**src/hdl/edm_pkg.sv**
```systemverilog
// ----------------------------------------------------------------------------
// edm_pkg: shared types, constants and helpers of the edge mark block
// Frame geometry, look-ahead distance, pixel chain tap positions and the
// packed transfer types of the pixel and result channels.
// ----------------------------------------------------------------------------
package edm_pkg;

    localparam int IMAGE_WIDTH  = 128;
    localparam int IMAGE_HEIGHT = 64;
    localparam int LOOK_AHEAD   = 4;

    localparam int PIX_W     = 8;
    localparam int OUT_COL_W = 7;
    localparam int OUT_ROW_W = 6;

    localparam int COL_W = (IMAGE_WIDTH > 1) ? $clog2(IMAGE_WIDTH) : 1;
    localparam int ROW_W = (IMAGE_HEIGHT > 1) ? $clog2(IMAGE_HEIGHT) : 1;

    localparam int DRAIN_ROWS = (LOOK_AHEAD < IMAGE_HEIGHT) ? LOOK_AHEAD : IMAGE_HEIGHT;

    // one cell per pixel of the look-ahead window
    localparam int CHAIN_LEN = LOOK_AHEAD * IMAGE_WIDTH;

    // tap positions, cell 0 holds the newest pixel
    localparam int TAP_PIX_HERE  = CHAIN_LEN - 1;
    localparam int TAP_PIX_RIGHT = CHAIN_LEN - LOOK_AHEAD - 1;
    localparam int TAP_DRN_HERE  = DRAIN_ROWS * IMAGE_WIDTH - 1;
    localparam int TAP_DRN_RIGHT = (DRAIN_ROWS * IMAGE_WIDTH - LOOK_AHEAD - 1 > 0) ?
                                   (DRAIN_ROWS * IMAGE_WIDTH - LOOK_AHEAD - 1) : 0;

    localparam logic [PIX_W-1:0] THRESH_RESET = 8'd100;

    localparam logic OP_PIXEL = 1'b0;
    localparam logic OP_DRAIN = 1'b1;

    typedef struct packed {
        logic             opcode;
        logic [PIX_W-1:0] grey_value;
    } t_in_item;

    typedef struct packed {
        logic                 edge_mark;
        logic [OUT_COL_W-1:0] out_column;
        logic [OUT_ROW_W-1:0] out_row;
        logic                 frame_done;
    } t_out_item;

    typedef struct packed {
        logic [PIX_W-1:0] pix_here;
        logic [PIX_W-1:0] pix_right;
        logic [PIX_W-1:0] drn_here;
        logic [PIX_W-1:0] drn_right;
    } t_taps;

    function automatic logic exceeds(input logic [PIX_W-1:0] a,
                                     input logic [PIX_W-1:0] b,
                                     input logic [PIX_W-1:0] th);
        logic [PIX_W-1:0] diff;
        diff = (a > b) ? (a - b) : (b - a);
        return diff > th;
    endfunction

endpackage

```
**src/hdl/lookahead_difference_edge_mark.sv**
```systemverilog
// ----------------------------------------------------------------------------
// lookahead_difference_edge_mark: thresholded gradient edge marking
// Grey pixels arrive in raster order; each pixel is marked as an edge when
// it differs from the pixel LOOK_AHEAD columns right or LOOK_AHEAD rows
// below by more than the programmed threshold.
// ----------------------------------------------------------------------------
// usage
// - pixel channel (i_in_*): pixel items in raster order, or drain items once
//   a frame has ended; a transfer happens when valid is high and stall low
// - result channel (o_out_*): one mark per pixel with its column and row,
//   frame_done set on the last pixel of the frame
// - config channel (i_cfg_*): edge threshold, ready is always high; write it
//   only while no item is in flight
// - one item per cycle while the receiver does not stall, results in the
//   cycle after the transfer that causes them; the chain of pixel cells
//   shifts once per item
// - results of row r come out while row r+LOOK_AHEAD streams in; after the
//   frame, one drain item per remaining pixel of the last rows; pixel items
//   during the drain are dropped, drain items with nothing pending too
// - reset puts the position at the frame origin, ends any drain and sets
//   the threshold to 100; the pixel chain is not cleared
// - a stalled receiver holds the result register and stalls the pixel side
// ----------------------------------------------------------------------------
module lookahead_difference_edge_mark (
    input  logic                        i_clk,
    input  logic                        i_rst_n,
    input  logic                        i_in_valid,
    output logic                        o_in_stall,
    input  edm_pkg::t_in_item           i_in_data,
    output logic                        o_out_valid,
    input  logic                        i_out_stall,
    output edm_pkg::t_out_item          o_out_data,
    input  logic                        i_cfg_valid,
    output logic                        o_cfg_ready,
    input  logic [edm_pkg::PIX_W-1:0]   i_cfg_data
);
    import edm_pkg::*;

    logic [PIX_W-1:0] r_thresh;
    logic [COL_W-1:0] r_col,  n_col;
    logic [ROW_W-1:0] r_row,  n_row;
    logic [ROW_W-1:0] r_drow, n_drow;
    logic             r_draining, n_draining;
    logic             r_out_valid, n_out_valid;
    t_out_item        r_out, n_out;

    t_taps            taps;
    logic             in_acc;
    logic             is_drain;
    logic             pix_go;
    logic             drn_go;
    logic             shift;
    logic             col_last;
    logic             row_last;
    logic             drow_last;
    logic             row_ready;
    logic             right_ok;
    logic             pix_mark;
    logic             drn_mark;

    assign o_cfg_ready = 1'b1;
    assign o_in_stall  = r_out_valid && i_out_stall;
    assign in_acc      = i_in_valid && !o_in_stall;
    assign is_drain    = (i_in_data.opcode == OP_DRAIN);
    assign pix_go      = in_acc && !is_drain && !r_draining;
    assign drn_go      = in_acc && is_drain && r_draining;
    assign shift       = pix_go || drn_go;

    assign col_last  = (r_col  == COL_W'(IMAGE_WIDTH - 1));
    assign row_last  = (r_row  == ROW_W'(IMAGE_HEIGHT - 1));
    assign drow_last = (r_drow == ROW_W'(IMAGE_HEIGHT - 1));
    assign row_ready = (32'(r_row) >= 32'(LOOK_AHEAD));
    assign right_ok  = ((32'(r_col) + 32'(LOOK_AHEAD)) < 32'(IMAGE_WIDTH));

    edm_chain u_chain (
        .i_clk   (i_clk),
        .i_shift (shift),
        .i_pix   (i_in_data.grey_value),
        .o_taps  (taps)
    );

    assign pix_mark = (right_ok && exceeds(taps.pix_here, taps.pix_right, r_thresh)) ||
                      exceeds(taps.pix_here, i_in_data.grey_value, r_thresh);
    assign drn_mark = right_ok && exceeds(taps.drn_here, taps.drn_right, r_thresh);

    always_comb begin
        n_col       = r_col;
        n_row       = r_row;
        n_drow      = r_drow;
        n_draining  = r_draining;
        n_out_valid = r_out_valid;
        n_out       = r_out;

        if (r_out_valid && !i_out_stall) begin
            n_out_valid = 1'b0;
        end

        // column counter runs for both the frame and the drain
        if (shift) begin
            n_col = col_last ? '0 : r_col + 1'b1;
        end

        if (pix_go) begin
            if (col_last) begin
                if (row_last) begin
                    n_row      = '0;
                    n_draining = 1'b1;
                    n_drow     = ROW_W'(IMAGE_HEIGHT - DRAIN_ROWS);
                end else begin
                    n_row = r_row + 1'b1;
                end
            end
            if (row_ready) begin
                n_out_valid          = 1'b1;
                n_out.edge_mark      = pix_mark;
                n_out.out_column     = OUT_COL_W'(r_col);
                n_out.out_row        = OUT_ROW_W'(32'(r_row) - 32'(LOOK_AHEAD));
                n_out.frame_done     = 1'b0;
            end
        end

        if (drn_go) begin
            if (col_last) begin
                n_drow = r_drow + 1'b1;
                if (drow_last) begin
                    n_draining = 1'b0;
                end
            end
            n_out_valid          = 1'b1;
            n_out.edge_mark      = drn_mark;
            n_out.out_column     = OUT_COL_W'(r_col);
            n_out.out_row        = OUT_ROW_W'(r_drow);
            n_out.frame_done     = col_last && drow_last;
        end
    end

    always_ff @(posedge i_clk) begin
        if (!i_rst_n) begin
            r_thresh    <= THRESH_RESET;
            r_col       <= '0;
            r_row       <= '0;
            r_drow      <= '0;
            r_draining  <= 1'b0;
            r_out_valid <= 1'b0;
        end else begin
            if (i_cfg_valid && o_cfg_ready) begin
                r_thresh <= i_cfg_data;
            end
            r_col       <= n_col;
            r_row       <= n_row;
            r_drow      <= n_drow;
            r_draining  <= n_draining;
            r_out_valid <= n_out_valid;
        end
    end

    always_ff @(posedge i_clk) begin
        r_out <= n_out;
    end

    assign o_out_valid = r_out_valid;
    assign o_out_data  = r_out;

`ifndef SYNTHESIS
    a_drain_gives_result : assert property (@(posedge i_clk) disable iff (!i_rst_n)
        drn_go |=> r_out_valid)
        else $error("drain transfer without result");

    a_pixel_gives_result : assert property (@(posedge i_clk) disable iff (!i_rst_n)
        pix_go && row_ready |=> r_out_valid)
        else $error("pixel transfer past look-ahead rows without result");

    a_drain_at_origin : assert property (@(posedge i_clk) disable iff (!i_rst_n)
        r_draining |-> (r_row == '0))
        else $error("frame row not at origin during drain");

    a_drain_ends_on_transfer : assert property (@(posedge i_clk) disable iff (!i_rst_n)
        $fell(r_draining) && $past(i_rst_n) |-> $past(drn_go))
        else $error("drain ended without a drain transfer");

    a_done_on_last_pixel : assert property (@(posedge i_clk) disable iff (!i_rst_n)
        r_out_valid && r_out.frame_done |->
            (r_out.out_column == OUT_COL_W'(IMAGE_WIDTH - 1)) && !r_draining)
        else $error("frame_done on a pixel other than the last");
`endif

endmodule

```
**src/hdl/edm_cell.sv**
```systemverilog
// ----------------------------------------------------------------------------
// edm_cell: one pixel cell of the look-ahead chain
// Holds one grey value and takes its neighbor's value on every shift.
// ----------------------------------------------------------------------------
module edm_cell (
    input  logic                       i_clk,
    input  logic                       i_shift,
    input  logic [edm_pkg::PIX_W-1:0]  i_pix,
    output logic [edm_pkg::PIX_W-1:0]  o_pix
);
    import edm_pkg::*;

    logic [PIX_W-1:0] r_pix;

    always_ff @(posedge i_clk) begin
        if (i_shift) begin
            r_pix <= i_pix;
        end
    end

    assign o_pix = r_pix;

endmodule

```
**src/hdl/edm_chain.sv**
```systemverilog
// ----------------------------------------------------------------------------
// edm_chain: row of pixel cells spanning the look-ahead window
// Pixels enter at cell 0 and move one cell per shift; fixed taps give the
// pixel under test and its right-hand partner for stream and drain items.
// ----------------------------------------------------------------------------
module edm_chain (
    input  logic                       i_clk,
    input  logic                       i_shift,
    input  logic [edm_pkg::PIX_W-1:0]  i_pix,
    output edm_pkg::t_taps             o_taps
);
    import edm_pkg::*;

    logic [PIX_W-1:0] cell_q [CHAIN_LEN];

    genvar g;
    generate
        for (g = 0; g < CHAIN_LEN; g++) begin : g_cell
            if (g == 0) begin : g_head
                edm_cell u_cell (
                    .i_clk   (i_clk),
                    .i_shift (i_shift),
                    .i_pix   (i_pix),
                    .o_pix   (cell_q[g])
                );
            end else begin : g_body
                edm_cell u_cell (
                    .i_clk   (i_clk),
                    .i_shift (i_shift),
                    .i_pix   (cell_q[g-1]),
                    .o_pix   (cell_q[g])
                );
            end
        end
    endgenerate

    assign o_taps.pix_here  = cell_q[TAP_PIX_HERE];
    assign o_taps.pix_right = cell_q[TAP_PIX_RIGHT];
    assign o_taps.drn_here  = cell_q[TAP_DRN_HERE];
    assign o_taps.drn_right = cell_q[TAP_DRN_RIGHT];

endmodule

```
**config.mk**
```make
export PLATFORM = sky130hd
export DESIGN_NAME = lookahead_difference_edge_mark
export DESIGN_NICKNAME = d
export VERILOG_FILES = /design/src/hdl/edm_pkg.sv /design/src/hdl/lookahead_difference_edge_mark.sv /design/src/hdl/edm_cell.sv /design/src/hdl/edm_chain.sv
export SDC_FILE = /design/constraint.sdc
export NUM_CORES = 2
export LEC_CHECK = 0
export CORE_MARGIN = 2
export CORE_UTILIZATION = 50
export CTS_CLUSTER_SIZE = 16
export DETAILED_ROUTE_END_ITERATION = 16
export DONT_BUFFER_PORTS = 1
export GPL_TIMING_DRIVEN = 0
export PLACE_DENSITY = 0.72
export SYNTH_ARGS = -nofsm -noshare
export SYNTH_HDL_FRONTEND = slang
export SYNTH_SLANG_ARGS = --single-unit
```
**constraint.sdc**
```tcl
create_clock -name i_clk -period 97 [get_ports i_clk]
set_input_delay 0 -clock i_clk [delete_from_list [all_inputs] [get_ports i_clk]]
set_output_delay 0 -clock i_clk [all_outputs]
set_load 0.02 [all_outputs]
```
======== After elaboration in Yosys (flattened, before gate mapping) ========
Cells that the tools add are included.
cells by class
  add/subtract/negate cells ............... 9
  magnitude comparators ................... 6
  equality and inequality tests ........... 3
  multiplexer cells ....................... 22
  reductions and logical operators ........ 19
operators with widths
  cell                                                                number
  2-to-1 mux 15 bit                                                   3
  2-to-1 mux 6 bit                                                    6
  greater-than comparator 8 bit                                       4
  subtractor 8 bit                                                    4
  2-to-1 mux 8 bit                                                    2
  adder 6 x 1 -> 6 bit (second input constant)                        2
  == test 6 bit (second input constant)                               2
  2-to-1 mux 1 bit                                                    10
  logical AND 1 bit                                                   9
  adder 7 x 3 -> 8 bit (second input constant)                        1
  less-than comparator 8 bit (second input constant)                  1
  adder 7 x 1 -> 7 bit (second input constant)                        1
  == test 7 bit (second input constant)                               1
  2-to-1 mux 7 bit                                                    1
  greater-or-equal comparator 6 x 3 -> 1 bit (second input constant)  1
  subtractor 6 x 3 -> 6 bit (second input constant)                   1
  logical NOT 1 bit                                                   4
  AND reduction 2 bit                                                 2
  nonzero test 2 bit                                                  2
  logical OR 1 bit                                                    2
word-level totals
  flip-flop bits (word level) ............. 4140
  input bits .............................. 22
  logic and storage cells ................. 581

======== Depth between registers and ports, before layout ========
  word-level depth ........................ 9
  depth in mapped cells ................... 15

======== By module ========
Synthesis repeated with hierarchy kept, for this count alone.
unflattened totals
  cells, all modules ...................... 4641
  area, all modules ....................... 127680.0 µm²
modules (own cells, without submodules)
  module                          times used  cells an instance  area each (µm²)  sequential area each (µm²)
  edm_cell                        512         8                  240.2            240.2
  lookahead_difference_edge_mark  1           529                4561.9           1031.0
  edm_chain                       1           16                 120.1            0.0

======== Worst setup path before layout ========
Ideal clock, no wire load.
  path type ............................... reg2reg
  from .................................... reg r_out_valid, in the netlist o_out_valid
  to ...................................... reg r_col[6]
  library setup time ...................... 0.086 ns
  data arrival time ....................... 85.222 ns
  data required time ...................... 96.914 ns
  slack ................................... 11.692 ns
  stages on the path, launching flop included .. 7
  cells stage by stage .................... dfxtp_1 -> a21bo_2 -> a21o_1 -> inv_1 -> nand3_1 -> xor2_1 -> nor2b_1
on the way
  longest elaborated chain between the ends .. 6
  elaborated cells on any way between the ends .. 8
  classes of those cells .................. reduce/logical (8)
RTL lines
  element                                             line                                                                        source
  start: declaration                                  lookahead_difference_edge_mark.sv:44                                        logic r_out_valid, n_out_valid;
  start signal: assignment                            lookahead_difference_edge_mark.sv:153                                       r_out_valid <= n_out_valid;
  logical AND 1 bit *                                 lookahead_difference_edge_mark.sv:62                                        assign o_in_stall = r_out_valid && i_out_stall;
  logical NOT 1 bit *                                 lookahead_difference_edge_mark.sv:63                                        assign in_acc = i_in_valid && !o_in_stall;
  logical AND 1 bit *                                 lookahead_difference_edge_mark.sv:63
  logical AND 1 bit (on tied branches) (2 in series)  lookahead_difference_edge_mark.sv:65, lookahead_difference_edge_mark.sv:66
  logical OR 1 bit *                                  lookahead_difference_edge_mark.sv:67                                        assign shift = pix_go || drn_go;
  named net shift                                     lookahead_difference_edge_mark.sv:52                                        logic shift;
  end signal: assignment                              lookahead_difference_edge_mark.sv:149                                       r_col <= n_col;
  end: declaration                                    lookahead_difference_edge_mark.sv:40                                        logic [COL_W-1:0] r_col, n_col;
Mark *: on every way through the listed nets, which the timed path passes. The rest lies on a longest branch.
A chain may end at the register's enable or synchronous reset.

======== Final worst setup path ========
  from .................................... reg r_out_valid, in the netlist o_out_valid
  to ...................................... reg u_chain.g_cell[202].g_body.u_cell.r_pix[7] (enable)
on the way
  longest elaborated chain between the ends .. 6
  elaborated cells on any way between the ends .. 8
  classes of those cells .................. reduce/logical (8)
RTL lines
  element                                             line                                                                        source
  logical AND 1 bit *                                 lookahead_difference_edge_mark.sv:62
  logical NOT 1 bit *                                 lookahead_difference_edge_mark.sv:63
  logical AND 1 bit *                                 lookahead_difference_edge_mark.sv:63
  logical AND 1 bit (on tied branches) (2 in series)  lookahead_difference_edge_mark.sv:65, lookahead_difference_edge_mark.sv:66
  logical OR 1 bit *                                  lookahead_difference_edge_mark.sv:67
  named net shift                                     lookahead_difference_edge_mark.sv:52
  end signal: assignment                              edm_cell.sv:17                                                              r_pix <= i_pix;
  end: declaration                                    edm_cell.sv:13                                                              logic [PIX_W-1:0] r_pix;
Marks and branches as above.

==> impl_metrics.ini <==
[outcome]
outcome = complete, no violations

[setup_path]
critPathRequiredTime_ns = 97.55
path_class = register to register
startpoint_type = register
worst-path-max-fanout = 152
end_kind = register
crit_arrival_ns = 4.95

[sta]
worst_pin_slew_ns = 0.886
post-route-period-util = 0.0453
fin_crit_ns = 4.39
grt_setup_unrepaired = no
setup_viol = 0
fmax_mhz = 228
finalHoldViolations = 0
fin_setup_tns_ns = 0
drv_slew = 0
maxSlewHeadroom = 0.409
finalClockSkew_ns = 0.0486

[synth]
synthesis.nets = 4581
synthFlopType = edfxtp_1
syn_inst = 4502
synth.avg_cell_area_sq_um = 28.1
synth_edf_count = 4111
synthArstFlopShare = 0
synth_cell_type_count = 54
ys_warn_count = 0
synth_seq_cells = 4140
ys_seq_area_frac = 0.980
syn-cell-area_sq_mm = 0.127

[pwr]
power_frac_comb = 0.014
intPower_mw = 2.89
p_leak_nw = 46.5
powerDensity_mw_per_mm2 = 24.7
p_seq_frac = 0.579
pwr-share-clk = 0.408
p_sw_frac = 0.189
total_power_mw = 3.56
ir_worst_vdd_uv = 22.4
switchingPower_uw = 672

[cells_and_area]
nets = 5055
design_area_sq_mm = 0.144
syn_to_final_growth_pct = 14.0
stdcell_count = 8625
drive_gt1_frac = 0.110
fin_util = 0.574

[placed_design]
portBuffers = 0
place_congestion = 0.750
dpl_cell_area_sq_mm = 0.132
dp_hpwl_mm = 62.4
dp_cells = 7880

[die]
num_io_pins = 40
start_util = 0.503
die_w_um = 507
core-area_sq_mm = 0.252
core.rowCount = 184
dieHeight_um = 507
die_area_sq_mm = 0.257

[route]
topRoutingLayerUsed = met4
dr.pass1.iters = 5
wl_per_cell_um = 17.9
drt-total-wl_mm = 154
dr_wl_met3_mm = 6.70
wl_met2_mm = 62.0
via_count = 42200
drtAntennaViolNets = 0
drc = 0
viasPerCell = 4.89
drtIter0Drc = 4721
drt-met1-wl_mm = 81.2

[clock_tree]
root_buffer = clkbuf_16
cts_buffers = 391
cts_tree = done
worstSkewPairLatency_ns = 0.96
cts_max_path_buffers = 4
cts_resized = 0
htreeDepth = 5
clk_pin_slew_ns = 0.06
clock_sinks = 4140

[global_route]
antenna_found_initial = 5
grt_usage = 0.117
grt_pass1_wl_mm = 238
grt_pass1_vias = 41300
grt_remaining_overflow = 0
grt_max_degree = 154

[flow_run]
cap_violations = 0

[min_path]
min_path_type = input port to register
## cells in the final DEF, fill, tap and decap left out, types with 4 or more instances in the layout
cell	n
clkinv_1	85
and2_1	4
buf_2	7
a21oi_1	24
o21ai_0	13
xnor2_1	10
mux2_2	5
edfxtp_1	4111
bufinv_16	36
clkinv_8	5
fa_1	4
nor2_1	23
nor2b_1	6
clkbuf_16	394
xor2_1	8
inv_6	6
buf_16	30
nand2_1	32
a21o_1	10
clkinv_2	57
dlygate4sd3_1	51
inv_1	40
a211oi_1	9
nor3_1	8
a31oi_1	7
mux2i_1	17
and3_1	4
clkinvlp_4	24
nand3_1	15
clkbuf_1	87
nand3b_1	5
ha_1	53
dfxtp_1	29
nand4_1	10
## path summary, 6_finish.rpt
| kind | endpoint | depth (start not counted) | slack [ns] | from |
|---|---|---|---|---|
| setup / recovery | u_chain.g_cell[202].g_body.u_cell.o_pix[7] | 7 | 92.61 | o_out_valid |
| hold / removal | u_chain.g_cell[0].g_head.u_cell.o_pix[0] | 1 | 0.06 | i_in_data[0] |
| setup reg to reg | u_chain.g_cell[202].g_body.u_cell.o_pix[7] | 7 | 92.61 | o_out_valid |
| hold reg to reg | u_chain.g_cell[333].g_body.u_cell.o_pix[6] | 0 | 0.38 | u_chain.g_cell[332].g_body.u_cell.o_pix[6] |
## timing repair
item	in CTS	in global routing
endpoints found under the setup margin	0	0
endpoints found under the hold margin	45	0
hold buffers	51	0
setup buffers	0	0
## per-stage QoR
step / hold WS, ns / worst slack [ns]
finish: 0.0631 / 92.61
global route: 0.0179 / 92.30
CTS: 0.0109 / 92.58
detailed placement: 0.0997 / 92.45
global placement: 0.0997 / -10.98
floorplan: 0.0989 / 11.69
## layer usage
layer  vias up  track usage
li1      19200            -
met1     21900        0.194
met2       771        0.150
met3       364       0.0249
met4         0       0.0440
met5         -            0
## registers in the layout, indices dropped and copies added (netlist names)
signal	cells
o_out_data	15
o_out_valid	1
r_col	7
r_draining	1
r_drow	6
r_row	6
r_thresh	8
u_chain.g_cell.g_body.u_cell.o_pix	4088
u_chain.g_cell.g_head.u_cell.o_pix	8
## cells in the mapped netlist (all sizes together) (2+ instances only)
cell / count / area [sq um]
a311oi: 3 / 26.3
o221ai: 2 / 17.5
a211oi: 9 / 67.6
inv: 41 / 154
buf: 10 / 57.6
o21ai: 13 / 65.1
nand4: 10 / 62.6
and3: 4 / 25.0
o211ai: 3 / 22.5
or3: 2 / 12.5
o21a: 3 / 22.5
nand2: 32 / 120
a31oi: 8 / 50.1
and2: 4 / 25.0
or2: 2 / 15.0
nand3: 15 / 75.1
nor2b: 6 / 37.5
nor2: 23 / 86.3
nand2b: 2 / 12.5
a21oi: 26 / 145
mux2i: 17 / 170
and4: 4 / 37.5
mux2: 5 / 56.3
clkbuf: 6 / 22.5
xnor2: 10 / 87.6
fa: 4 / 80.1
nand3b: 5 / 37.5
ha: 53 / 663
nor3: 8 / 40.0
xor2: 8 / 70.1
edfxtp: 4111 / 123000
dfxtp: 29 / 581
a21o: 10 / 75.1
nor4: 2 / 33.8
## layout make-up
class                      count  area [sq um]
inverter                      41           161
timing repair buffer          81          1340
fill                       17200        107000
multi-input combinational    305          2360
tap                         3348          4190
buffer                        16          80.1
clock buffer                 475         10200
clock inverter               217          2050
sequential                  4140        124000
antenna                        2          5.00
## logic make-up after synthesis
logic type / after synthesis / share of synthesized area
compound gates: 88 / 0.00479
xor+xnor: 18 / 0.00125
fa+ha+maj: 57 / 0.00587
buf+inv: 57 / 0.00185
flops: 4140 / 0.980
mux: 22 / 0.00179
other cells: 1 / 0.0000296
simple gates: 119 / 0.00490
## critical path: stages (launching register included)
cell and delay, ns:
dfxtp_1 0.38, a21bo_2 0.26, a21o_1 0.24, inv_8 0.55, buf_16 0.54, buf_16 0.53
buf_16 0.44, buf_16 0.51
## power by group through the flow
| stage | Combinational, mW | Clock (mW) | Sequential, mW |
|---|---|---|---|
| after CTS | 0.0501 | 1.50 | 2.06 |
| after floorplan | 0.0327 | 0 | 2.39 |
| after global routing | 0.0551 | 1.57 | 2.07 |
| final | 0.0490 | 1.45 | 2.06 |
| after global placement | 0.0420 | 0 | 2.48 |
| after detailed placement | 0.0483 | 0 | 2.10 |
Note: power is estimated with default switching activity, not from simulation.
